<file path="config.mk">
export PLATFORM = sky130hd
export DESIGN_NAME = grid_min_path_sum_route_unit
export DESIGN_NICKNAME = d
export VERILOG_FILES = /design/src/rtl/gmpsr_pkg.sv /design/src/rtl/gmpsr_dir_ram.sv /design/src/rtl/gmpsr_scan.sv /design/src/rtl/gmpsr_trace.sv /design/src/rtl/grid_min_path_sum_route_unit.sv
export VERILOG_INCLUDE_DIRS = /design/src /design/src/rtl
export SDC_FILE = /design/constraint.sdc
export NUM_CORES = 2
export LEC_CHECK = 0
export BUFFER_PORTS_ARGS = -buffer_cell sky130_fd_sc_hd__buf_4
export CAP_MARGIN = 20
export CORE_MARGIN = 5
export CORE_UTILIZATION = 45
export CTS_CLUSTER_SIZE = 10
export DETAILED_ROUTE_END_ITERATION = 16
export SYNTH_ARGS = -nofsm -noshare
export SYNTH_HDL_FRONTEND = slang
export SYNTH_SLANG_ARGS = --single-unit
export TNS_END_PERCENT = 100
</file>
<file path="constraint.sdc">
create_clock -name clk -period 33.8 [get_ports clk]
set_input_delay 1.69 -clock clk [delete_from_list [all_inputs] [get_ports clk]]
set_output_delay 1.69 -clock clk [all_outputs]
set_load 0.01 [all_outputs]
</file>
<file path="src/rtl/grid_min_path_sum_route_unit_macros.svh">
// Assertion macros shared by the route unit
`ifndef GRID_MIN_PATH_SUM_ROUTE_UNIT_MACROS_SVH
`define GRID_MIN_PATH_SUM_ROUTE_UNIT_MACROS_SVH

// Same-cycle implication, sampled on clk, off while rst_n is low
`define GMPSR_ASSERT_SAME(lbl, ante, cons, msg) \
  lbl: assert property (@(posedge clk) disable iff (!rst_n) (ante) |-> (cons)) \
    else $error(msg);

// Next-cycle implication, sampled on clk, off while rst_n is low
`define GMPSR_ASSERT_NEXT(lbl, ante, cons, msg) \
  lbl: assert property (@(posedge clk) disable iff (!rst_n) (ante) |=> (cons)) \
    else $error(msg);

`endif

</file>
<file path="src/rtl/gmpsr_pkg.sv">
package gmpsr_pkg;

  // Field widths
  localparam int SUM_W      = 22;
  localparam int COST_W     = 16;
  localparam int MOVE_W     = 2;
  localparam int CFG_DATA_W = 6;
  localparam int CFG_IDX_W  = 2;

  // Configuration register indexes
  localparam logic [CFG_IDX_W-1:0] CFG_GRID_ROWS = 2'd0;
  localparam logic [CFG_IDX_W-1:0] CFG_GRID_COLS = 2'd1;

  // Move codes
  localparam logic [MOVE_W-1:0] MOVE_RIGHT = 2'd0;
  localparam logic [MOVE_W-1:0] MOVE_DOWN  = 2'd1;
  localparam logic [MOVE_W-1:0] MOVE_NONE  = 2'd2;

  // Scan to traceback: bottom-right cell has just been taken
  typedef struct packed {
    logic             valid;
    logic [SUM_W-1:0] total;
  } scan_done_t;

endpackage

</file>
<file path="src/rtl/gmpsr_dir_ram.sv">
module gmpsr_dir_ram
  import gmpsr_pkg::*;
#(
  parameter int DEPTH = 1024,
  parameter int AW    = 10
) (
  input  logic          clk,
  input  logic          we,
  input  logic [AW-1:0] waddr,
  input  logic          wdata,
  input  logic          re,
  input  logic [AW-1:0] raddr,
  output logic          rdata
);

  logic mem [DEPTH];
  logic rdata_r;

  // One write port, one registered read port
  always_ff @(posedge clk) begin
    if (we) begin
      mem[waddr] <= wdata;
    end
    if (re) begin
      rdata_r <= mem[raddr];
    end
  end

  assign rdata = rdata_r;

endmodule

</file>
<file path="src/rtl/gmpsr_scan.sv">
module gmpsr_scan
  import gmpsr_pkg::*;
#(
  parameter int MAX_ROWS = 32,
  parameter int MAX_COLS = 32,
  parameter int RW       = 5,
  parameter int CW       = 5,
  parameter int DAW      = 10
) (
  input  logic                  clk,
  input  logic                  rst_n,
  input  logic                  cfg_we,
  input  logic [CFG_IDX_W-1:0]  cfg_index,
  input  logic [CFG_DATA_W-1:0] cfg_wdata,
  input  logic                  cell_en,
  input  logic [COST_W-1:0]     cell_cost,
  output logic                  dir_we,
  output logic [DAW-1:0]        dir_waddr,
  output logic                  dir_wdata,
  output scan_done_t            done,
  output logic [RW-1:0]         last_row,
  output logic [CW-1:0]         last_col
);

  logic [CFG_DATA_W-1:0] grid_rows_r;
  logic [CFG_DATA_W-1:0] grid_cols_r;
  logic [RW-1:0]         row_r, row_nxt;
  logic [CW-1:0]         col_r, col_nxt;
  logic [SUM_W-1:0]      left_sum_r, left_sum_nxt;
  logic                  byp_r;
  logic [SUM_W-1:0]      byp_sum_r;
  logic [SUM_W-1:0]      col_q;
  logic [SUM_W-1:0]      col_mem [MAX_COLS];
  logic [SUM_W-1:0]      above_sum;
  logic [SUM_W-1:0]      base_sum;
  logic [SUM_W-1:0]      sum_val;
  logic                  from_left;
  logic                  at_last_col;
  logic                  at_last_row;
  logic                  restart;

  // Clamp dimensions: zero reads as one, above the maximum reads as the maximum
  always_comb begin
    if (grid_rows_r == '0) begin
      last_row = '0;
    end else if (grid_rows_r > CFG_DATA_W'(MAX_ROWS)) begin
      last_row = RW'(MAX_ROWS - 1);
    end else begin
      last_row = RW'(grid_rows_r - CFG_DATA_W'(1));
    end
    if (grid_cols_r == '0) begin
      last_col = '0;
    end else if (grid_cols_r > CFG_DATA_W'(MAX_COLS)) begin
      last_col = CW'(MAX_COLS - 1);
    end else begin
      last_col = CW'(grid_cols_r - CFG_DATA_W'(1));
    end
  end

  // Sum above comes from the column RAM, or forwarded when just written
  assign above_sum = byp_r ? byp_sum_r : col_q;

  // Pick the neighbour (ties go left), then one add
  always_comb begin
    if (row_r == '0) begin
      from_left = 1'b1;
    end else if (col_r == '0) begin
      from_left = 1'b0;
    end else begin
      from_left = (left_sum_r <= above_sum);
    end
    base_sum = from_left ? left_sum_r : above_sum;
    sum_val  = base_sum + {{(SUM_W-COST_W){1'b0}}, cell_cost};
  end

  assign at_last_col = (col_r == last_col);
  assign at_last_row = (row_r == last_row);
  assign restart     = cfg_we && (cfg_index == CFG_GRID_ROWS || cfg_index == CFG_GRID_COLS);

  // Position update in row-major order
  always_comb begin
    row_nxt      = row_r;
    col_nxt      = col_r;
    left_sum_nxt = left_sum_r;
    if (restart) begin
      row_nxt      = '0;
      col_nxt      = '0;
      left_sum_nxt = '0;
    end else if (cell_en) begin
      if (!at_last_col) begin
        col_nxt      = col_r + CW'(1);
        left_sum_nxt = sum_val;
      end else begin
        col_nxt      = '0;
        left_sum_nxt = '0;
        row_nxt      = at_last_row ? '0 : row_r + RW'(1);
      end
    end
  end

  // Control and configuration registers
  always_ff @(posedge clk) begin
    if (!rst_n) begin
      grid_rows_r <= CFG_DATA_W'(1);
      grid_cols_r <= CFG_DATA_W'(1);
      row_r       <= '0;
      col_r       <= '0;
      left_sum_r  <= '0;
      byp_r       <= 1'b0;
    end else begin
      if (cfg_we && cfg_index == CFG_GRID_ROWS) begin
        grid_rows_r <= cfg_wdata;
      end
      if (cfg_we && cfg_index == CFG_GRID_COLS) begin
        grid_cols_r <= cfg_wdata;
      end
      row_r      <= row_nxt;
      col_r      <= col_nxt;
      left_sum_r <= left_sum_nxt;
      byp_r      <= cell_en && (col_nxt == col_r);
    end
  end

  // Column sum RAM: read ahead at the next position, write the new sum
  always_ff @(posedge clk) begin
    if (cell_en) begin
      col_mem[col_r] <= sum_val;
    end
    col_q     <= col_mem[col_nxt];
    byp_sum_r <= sum_val;
  end

  // Direction bit per cell
  assign dir_we    = cell_en;
  assign dir_waddr = DAW'(row_r) * DAW'(MAX_COLS) + DAW'(col_r);
  assign dir_wdata = from_left;

  assign done.valid = cell_en && at_last_row && at_last_col;
  assign done.total = sum_val;

endmodule

</file>
<file path="src/rtl/gmpsr_trace.sv">
module gmpsr_trace
  import gmpsr_pkg::*;
#(
  parameter int MAX_ROWS = 32,
  parameter int MAX_COLS = 32,
  parameter int RW       = 5,
  parameter int CW       = 5,
  parameter int DAW      = 10
) (
  input  logic              clk,
  input  logic              rst_n,
  input  scan_done_t        done,
  input  logic [RW-1:0]     last_row,
  input  logic [CW-1:0]     last_col,
  output logic              dir_re,
  output logic [DAW-1:0]    dir_raddr,
  input  logic              dir_rdata,
  output logic              busy,
  output logic              out_valid,
  input  logic              out_ready,
  output logic [MOVE_W-1:0] out_move,
  output logic [SUM_W-1:0]  out_total,
  output logic              out_last
);

  localparam int SD  = MAX_ROWS + MAX_COLS;
  localparam int SAW = $clog2(SD);
  localparam int SPW = $clog2(SD + 1);

  typedef enum logic [5:0] {
    T_IDLE = 6'b000001,
    T_RD   = 6'b000010,
    T_DEC  = 6'b000100,
    T_POP  = 6'b001000,
    T_LOAD = 6'b010000,
    T_NONE = 6'b100000
  } trace_state_t;

  trace_state_t      state_r, state_nxt;
  logic [RW-1:0]     i_r;
  logic [CW-1:0]     j_r;
  logic [SPW-1:0]    sp_r;
  logic [SUM_W-1:0]  total_r;
  logic              stk_mem [SD];
  logic              stk_q;
  logic              go_left;
  logic [RW-1:0]     i_step;
  logic [CW-1:0]     j_step;
  logic              slot_free;
  logic              out_load;
  logic              out_valid_r;
  logic [MOVE_W-1:0] out_move_r;
  logic [SUM_W-1:0]  out_total_r;
  logic              out_last_r;

  // Step back one cell: edges are forced, interior follows the direction bit
  assign go_left = (i_r == '0) || ((j_r != '0) && dir_rdata);
  assign i_step  = go_left ? i_r : i_r - RW'(1);
  assign j_step  = go_left ? j_r - CW'(1) : j_r;

  assign slot_free = !out_valid_r || out_ready;
  assign out_load  = ((state_r == T_LOAD) || (state_r == T_NONE)) && slot_free;

  // Sequencer
  always_comb begin
    state_nxt = state_r;
    unique case (state_r)
      T_IDLE: begin
        if (done.valid) begin
          state_nxt = (last_row == '0 && last_col == '0) ? T_NONE : T_RD;
        end
      end
      T_RD: state_nxt = T_DEC;
      T_DEC: state_nxt = (i_step == '0 && j_step == '0) ? T_POP : T_RD;
      T_POP: state_nxt = T_LOAD;
      T_LOAD: begin
        if (slot_free) begin
          state_nxt = (sp_r == SPW'(1)) ? T_IDLE : T_POP;
        end
      end
      T_NONE: begin
        if (slot_free) begin
          state_nxt = T_IDLE;
        end
      end
      default: state_nxt = T_IDLE;
    endcase
  end

  always_ff @(posedge clk) begin
    if (!rst_n) begin
      state_r     <= T_IDLE;
      sp_r        <= '0;
      out_valid_r <= 1'b0;
    end else begin
      state_r <= state_nxt;
      if (state_r == T_IDLE && done.valid) begin
        sp_r <= '0;
      end else if (state_r == T_DEC) begin
        sp_r <= sp_r + SPW'(1);
      end else if (state_r == T_LOAD && slot_free) begin
        sp_r <= sp_r - SPW'(1);
      end
      if (out_load) begin
        out_valid_r <= 1'b1;
      end else if (out_ready) begin
        out_valid_r <= 1'b0;
      end
    end
  end

  // Position and total
  always_ff @(posedge clk) begin
    if (state_r == T_IDLE && done.valid) begin
      i_r     <= last_row;
      j_r     <= last_col;
      total_r <= done.total;
    end else if (state_r == T_DEC) begin
      i_r <= i_step;
      j_r <= j_step;
    end
  end

  // Move stack RAM: pushed during traceback, popped in reverse
  always_ff @(posedge clk) begin
    if (state_r == T_DEC) begin
      stk_mem[SAW'(sp_r)] <= go_left ? MOVE_RIGHT[0] : MOVE_DOWN[0];
    end
    if (state_r == T_POP) begin
      stk_q <= stk_mem[SAW'(sp_r - SPW'(1))];
    end
  end

  // Output register
  always_ff @(posedge clk) begin
    if (out_load) begin
      out_total_r <= total_r;
      if (state_r == T_NONE) begin
        out_move_r <= MOVE_NONE;
        out_last_r <= 1'b1;
      end else begin
        out_move_r <= stk_q ? MOVE_DOWN : MOVE_RIGHT;
        out_last_r <= (sp_r == SPW'(1));
      end
    end
  end

  assign dir_re    = (state_r == T_RD);
  assign dir_raddr = DAW'(i_r) * DAW'(MAX_COLS) + DAW'(j_r);
  assign busy      = (state_r != T_IDLE);
  assign out_valid = out_valid_r;
  assign out_move  = out_move_r;
  assign out_total = out_total_r;
  assign out_last  = out_last_r;

endmodule

</file>
<file path="src/rtl/grid_min_path_sum_route_unit.sv">
// Minimum right/down path sum over a grid, with route traceback.
//
// in_*  : one cell cost per transaction, row-major, grid_rows x grid_cols.
// out_* : one transaction per move of the cheapest route, start to end; each
//         carries the total cost, tlast marks the final move. A 1x1 grid gives
//         a single 'none' move.
// cfg_* : write grid_rows (index 0) or grid_cols (index 1); any such write
//         restarts the grid. Write only while the block is idle.
//
// Cells are taken one per cycle while in_tready is high: one add and one
// compare, with the column sum read ahead from a registered RAM. After the
// bottom-right cell in_tready drops: each move is traced by a direction RAM
// read, then a decision, and leaves the stack RAM by a pop, then an output
// load; all M = rows+cols-2 moves are loaded before the next grid is taken.
// A stalled receiver holds the output register and the stack pop waits.
// Reset sets both dimensions to 1, clears the position and empties the output.
`include "grid_min_path_sum_route_unit_macros.svh"

module grid_min_path_sum_route_unit
  import gmpsr_pkg::*;
#(
  parameter int MAX_ROWS = 32,
  parameter int MAX_COLS = 32
) (
  input  logic                  clk,
  input  logic                  rst_n,
  // Configuration
  input  logic                  cfg_we,
  input  logic [CFG_IDX_W-1:0]  cfg_index,
  input  logic [CFG_DATA_W-1:0] cfg_wdata,
  // Cell costs
  input  logic                  in_tvalid,
  output logic                  in_tready,
  input  logic [15:0]           in_tdata,   // [15:0] cell_cost
  // Route moves
  output logic                  out_tvalid,
  input  logic                  out_tready,
  output logic [23:0]           out_tdata,  // [1:0] move, [23:2] total_cost
  output logic                  out_tlast   // last_move
);

  localparam int RW      = (MAX_ROWS > 1) ? $clog2(MAX_ROWS) : 1;
  localparam int CW      = (MAX_COLS > 1) ? $clog2(MAX_COLS) : 1;
  localparam int DIR_DEP = MAX_ROWS * MAX_COLS;
  localparam int DAW     = (DIR_DEP > 1) ? $clog2(DIR_DEP) : 1;

  logic              cell_en;
  logic              dir_we;
  logic [DAW-1:0]    dir_waddr;
  logic              dir_wdata;
  logic              dir_re;
  logic [DAW-1:0]    dir_raddr;
  logic              dir_rdata;
  scan_done_t        done;
  logic [RW-1:0]     last_row;
  logic [CW-1:0]     last_col;
  logic              trace_busy;
  logic [MOVE_W-1:0] out_move;
  logic [SUM_W-1:0]  out_total;

  // Cells are refused while a route is being traced or emitted
  assign in_tready = !trace_busy;
  assign cell_en   = in_tvalid && in_tready;

  gmpsr_scan #(
    .MAX_ROWS (MAX_ROWS),
    .MAX_COLS (MAX_COLS),
    .RW       (RW),
    .CW       (CW),
    .DAW      (DAW)
  ) u_scan (
    .clk       (clk),
    .rst_n     (rst_n),
    .cfg_we    (cfg_we),
    .cfg_index (cfg_index),
    .cfg_wdata (cfg_wdata),
    .cell_en   (cell_en),
    .cell_cost (in_tdata[COST_W-1:0]),
    .dir_we    (dir_we),
    .dir_waddr (dir_waddr),
    .dir_wdata (dir_wdata),
    .done      (done),
    .last_row  (last_row),
    .last_col  (last_col)
  );

  gmpsr_dir_ram #(
    .DEPTH (DIR_DEP),
    .AW    (DAW)
  ) u_dir_ram (
    .clk   (clk),
    .we    (dir_we),
    .waddr (dir_waddr),
    .wdata (dir_wdata),
    .re    (dir_re),
    .raddr (dir_raddr),
    .rdata (dir_rdata)
  );

  gmpsr_trace #(
    .MAX_ROWS (MAX_ROWS),
    .MAX_COLS (MAX_COLS),
    .RW       (RW),
    .CW       (CW),
    .DAW      (DAW)
  ) u_trace (
    .clk       (clk),
    .rst_n     (rst_n),
    .done      (done),
    .last_row  (last_row),
    .last_col  (last_col),
    .dir_re    (dir_re),
    .dir_raddr (dir_raddr),
    .dir_rdata (dir_rdata),
    .busy      (trace_busy),
    .out_valid (out_tvalid),
    .out_ready (out_tready),
    .out_move  (out_move),
    .out_total (out_total),
    .out_last  (out_tlast)
  );

  assign out_tdata = {out_total, out_move};

  // Checks
  `GMPSR_ASSERT_NEXT(a_done_starts_trace, done.valid, trace_busy, "grid end did not start traceback")
  `GMPSR_ASSERT_SAME(a_no_cell_in_trace, trace_busy, !done.valid, "grid end seen during traceback")
  `GMPSR_ASSERT_SAME(a_none_is_last, out_tvalid && out_tdata[MOVE_W-1:0] == MOVE_NONE, out_tlast, "none move not flagged last")

endmodule
</file>
== Word level (Yosys, flattened, before mapping) ==
Memory sizes are Yosys's and may differ from the RTL's. A register that Yosys moved wholly into a read port is not among the register bits.
Index checks and enable logic that the tools add are counted.
Word-level totals
  register bits: 138
  memory bits (writable): 1792
  input port bits: 29
  logic and storage cells: 122
  memories: 3
Memory list
  u_dir_ram.mem: depth 1024, width 1, rd ports 1, clocked after memory_dff 1, write ports 1, RTL line gmpsr_dir_ram.sv:16  | logic mem [DEPTH];
  u_scan.col_mem: depth 32, width 22, rd ports 1, clocked after memory_dff 1, write ports 1, RTL line gmpsr_scan.sv:33  | logic [SUM_W-1:0] col_mem [MAX_COLS];
  u_trace.stk_mem: depth 64, width 1, rd ports 1, clocked after memory_dff 1, write ports 1, RTL line gmpsr_trace.sv:44  | logic stk_mem [SD];
Cells by class
  $add $sub $neg: 11
  $lt $le $gt $ge: 3
  eq/ne operators: 15
  multiplexer cells: 36
  bitwise operators: 1
  reductions and logical operators: 37
Operators by type and width (count)
  $mux W5: 14
  $mux W22: 3
  $pmux W6 S6: 1
  $logic_not A5 Y1: 7
  $mux W6: 4
  $add A22 B16 Y22: 1
  $le A22 B22 Y1: 1
  $add A10 B5 Y10: 2
  $sub A5 B1 Y5 const B: 4
  $eq A5 B5 Y1: 3
  $mux W7: 2
  $logic_and A1 B1 Y1: 13
  $gt A6 B6 Y1 const B: 2
  $logic_not A6 Y1: 2
  $add A5 B1 Y5 const B: 2
  $mux W1: 10
  $mux W4: 2
  $add A7 B1 Y7 const B: 1
  $eq A7 B1 Y1 const B: 1
  $sub A7 B1 Y7 const B: 1
  $eq A6 B1 Y1 const B: 1
  $eq A6 B2 Y1 const B: 1
  $eq A6 B3 Y1 const B: 1
  $eq A6 B4 Y1 const B: 1
  14 further kinds: 23

== Longest topological paths before layout ==
  depth after elaboration: 9
  depth in mapped cells: 26
  mapped depth without buffers: 23

== Modules after synthesis ==
Synthesis repeated with hierarchy kept, for this count alone.
Second synthesis, totals
  cells, all modules: 6038
  area, all modules: 83694.0 sq um
By module, submodules not included
  gmpsr_dir_ram: times used 1, cells an instance 3112, area an instance 44666.6 sq um
  gmpsr_scan: times used 1, cells an instance 2478, area an instance 33070.5 sq um
  gmpsr_trace: times used 1, cells an instance 446, area an instance 5947.0 sq um
  grid_min_path_sum_route_unit: times used 1, cells an instance 2, area an instance 10.0 sq um

== Worst setup path after synthesis ==
Ideal clock, no wire load.
  path type: register to register
  start point: reg u_scan.byp_r
  end point: mem u_scan.col_mem[0][20] (data pin)
  arrival: 23092 ps
  required time: 33404 ps
  path slack: 10312 ps
  stages on the path, launching flop included: 25
  clock period less this slack: 23488 ps
  cells stage by stage: dfxtp_1 > clkbuf_1 > buf_1 > clkbuf_1 > mux2i_1 > ha_1 > a21oi_1 > o21ai_0 > a221oi_1 > nand3_1 > nand3_1 > clkbuf_1 > clkbuf_1 > o21ai_0 > ha_1 > o21a_1 > o31a_1 > a41oi_1 > o211a_1 > o31ai_1 > a31o_2 > nand3b_1 > nor2_1 > xnor2_1 > mux2i_1
RTL lines
  from (decl): RTL line gmpsr_scan.sv:30  | logic byp_r;
  from (signal assigned): RTL line gmpsr_scan.sv:120  | byp_r <= cell_en && (col_nxt == col_r);
  to (decl): RTL line gmpsr_scan.sv:33

==> out/summary.txt <==
Status = finished, final reports clean
Clock insertion delay at the later pin of the skew report = 0.87 ns
Fin crit share = 22.3%
CTS tree = done
Post-route cell area = 96300 um2
Synth Cell Area = 86200 um2
Num rows = 160
Root Buffer = clkbuf_16
Power after layout = 6.36 mW
Sum Neg Setup Slack = 0 ns
Global-route wire length before repair = 378000 um
Final Hold Viols = 0
Global route total overflow = 0
Clock Sinks = 1954
WL final = 262000 um
Final nets = 6247
Detail Placement HPWL = 142000 um
GRT Resource Usage Total = 25.6%
Largest net degree at the start of global routing = 304
Cts hold-fix bufs = 0
Ys async rst share = 0%
Critical Path RT = 34.30 ns
RSZ-0062 raised after global routing = no
Slew @ Worst Pin = 1.35 ns
Filler-free cell count of the finished design = 8792
Number of global-route vias before repair = 55000
Slew Viols, Final = 0
Top cell type's share of synthesized area = 64.4%
Worst slew margin = 9.03%
Clk_skew = 0.0657 ns
Post-route setup slack = 26.27 ns
Netlist cell types = 94
Worst-path maximum fanout = 57
Worst Setup End Kind = flop
Starting Density = 45.3%
Initial DRT Pass Iterations = 6
Initial antenna violation count = 9
Max-cap viol count = 0
Core area = 190000 um2
Final Util = 50.6%
Yosys top cell by area = edfxtp_1
Post-CTS setup buffers = 0
Post-CTS Resized = 0
Cell Pwr Density = 66.0 nW/um2
Post-synth EDFFs = 1851
Crit path cell chain = inv_4 > ha_1 > a221oi_1 > nand3_1 > nand3_4 > a21oi_1 > ha_1 > inv_1 > fa_1 > nor2b_1 > o31a_1 > a41oi_1 > o211a_1 > o31ai_1 > a31o_2 > nand3b_1 > nor2_1 > xnor2_1 > mux2i_4
CP max stage delay = 0.82 ns
DRC = 0
DIE AREA = 201000 um2
Syn avg cell area = 13.8 um2
Die Span Y = 448 um
Total CTS buffers = 217
Max clock buf depth = 3
Mapped Cells = 6251
IO Port Bufs = 55
Layout overhead on the synthesized area = 11.6%
Final setup fails = 0
Fin crit period = 7.53 ns
WHS = 0.418 ns
Ys Warns = 0
Htree depth = 4
Placed insts = 8439
CP Class = reg2reg
Fmax = 133 MHz
Startpoint Class = flop
Post-DP Area = 89700 um2
Syn Nets = 6336
DR iter-0 viols = 7181
Dominant synthesized flop cell = edfxtp_1
Count leader, synth = edfxtp_1
Clock Pin Slew Worst Setup and Hold Paths = 0.06 ns
Critical Path AT = 8.03 ns
Most frequent cell on the critical path = ha_1
Die W = 448 um
Flop and latch count out of synthesis = 1954
Synth area leaders = edfxtp_1 64%, mux4_2 8.9%, nor2_1 5.5%
Routability cong. = 0.886
Share of cells above drive strength 1 = 15.1%
DRT antenna net count = 0
VDD IR max = 0.0000928 V
Vias after detailed routing = 56900
Dpl ws = 26.38 ns
IO Pins = 56
WL per Instance = 29.8 um
Sequential element share of the synthesized area = 66.8%
Hold Path Class = reg2reg
Via density = 6.47
Synth top cells by count = 1851 x edfxtp_1, 1274 x nor2_1, 442 x clkbuf_1, 341 x mux4_2, 243 x nand2_1
Leakage = 29.3 nW
Max stage delay cell, worst path = ha_1
state kept, by name, summed over array words and instances, names as in the netlist, 2 cells and up:
register            count
u_trace.stk_mem        64
u_scan.col_q           22
u_scan.grid_cols_r      6
u_trace.out_move        2
u_trace.j_r             5
u_scan.row_r            5
u_scan.col_mem        704
u_trace.i_r             5
u_scan.left_sum_r      22
u_trace.sp_r            7
u_scan.grid_rows_r      6
u_scan.byp_sum_r       22
u_trace.total_r        22
u_trace.out_total      22
u_trace.state_r         6
u_dir_ram.mem        1024
u_scan.col_r            5
worst max-delay path: cells and delay by family, from the launching register on:
kind / cells / cell delay [ns]
flip-flops: 1 / 0.55
XOR/XNOR: 1 / 0.13
multiplexers: 1 / 0.76
buffers and inverters: 2 / 0.65
AO/OA/AOI/OAI: 7 / 2.32
adder cells (fa/ha/maj): 3 / 1.48
AND/OR/NAND/NOR: 5 / 1.23
layout make-up:
| cell class | instances | area (um2) |
|---|---|---|
| flip-flops and latches | 1954 | 57600 |
| clock inverters | 18 | 304 |
| multi-input cells | 3646 | 26600 |
| repair buffers | 257 | 2380 |
| clock buffers | 318 | 5910 |
| fillers | 16000 | 94100 |
| inverters | 86 | 325 |
| diodes | 2 | 5.00 |
| well taps | 2511 | 3140 |
cells by family (layout without fill, tap and decap cells):
| kind of cell | count (synthesis) | count (layout) | synth area share, % |
|---|---|---|---|
| compound gates | 1249 | 1249 | 10.1 |
| xor+xnor | 45 | 45 | 0.457 |
| fa+ha+maj | 59 | 59 | 0.856 |
| buf+inv | 651 | 679 | 2.95 |
| flops | 1954 | 1954 | 66.8 |
| mux | 386 | 386 | 9.43 |
| other cells | 0 | 2 | 0 |
| simple gates | 1907 | 1907 | 9.32 |
worst paths after layout:
check                                        start                     end  slack (ns)  depth (start not counted)
worst min-delay path            u_trace.total_r[2]    u_trace.out_total[2]        0.42                          0
worst min register to register  u_trace.total_r[2]    u_trace.out_total[2]        0.42                          0
worst max register to register     u_scan.col_r[0]  u_scan.col_mem[24][20]       26.27                         19
worst max-delay path               u_scan.col_r[0]  u_scan.col_mem[24][20]       26.27                         19
metal layers:
layer | global-route usage [%] | share of wire [%]
met5 | 0 | 0
met4 | 12.4 | 5.1
met3 | 4.68 | 9.5
met2 | 40.9 | 47
met1 | 34.2 | 38
layout by cell type, fill, tap and decap left out, drive strengths merged, types with 22 or more instances in the layout:
cell type,instances
nand2,244
dfxtp,103
mux4,341
a32oi,22
nor3,76
inv,88
clkbuf,318
nand4,32
a22o,59
xnor2,32
a211oi,71
o22ai,221
a21oi,166
a22oi,183
ha,55
nand3,120
o211ai,35
buf,257
nor2,1276
o21ai,205
mux2i,40
nor4,35
edfxtp,1851
a221oi,148
where the power goes:
| group | switching (mW) | total (mW) | internal, mW |
|---|---|---|---|
| Sequential | 0.0321 | 2.90 | 2.86 |
| Combinational | 0.934 | 1.33 | 0.391 |
| Clock | 0.937 | 2.13 | 1.20 |
Power figures use the tool's default switching activity.
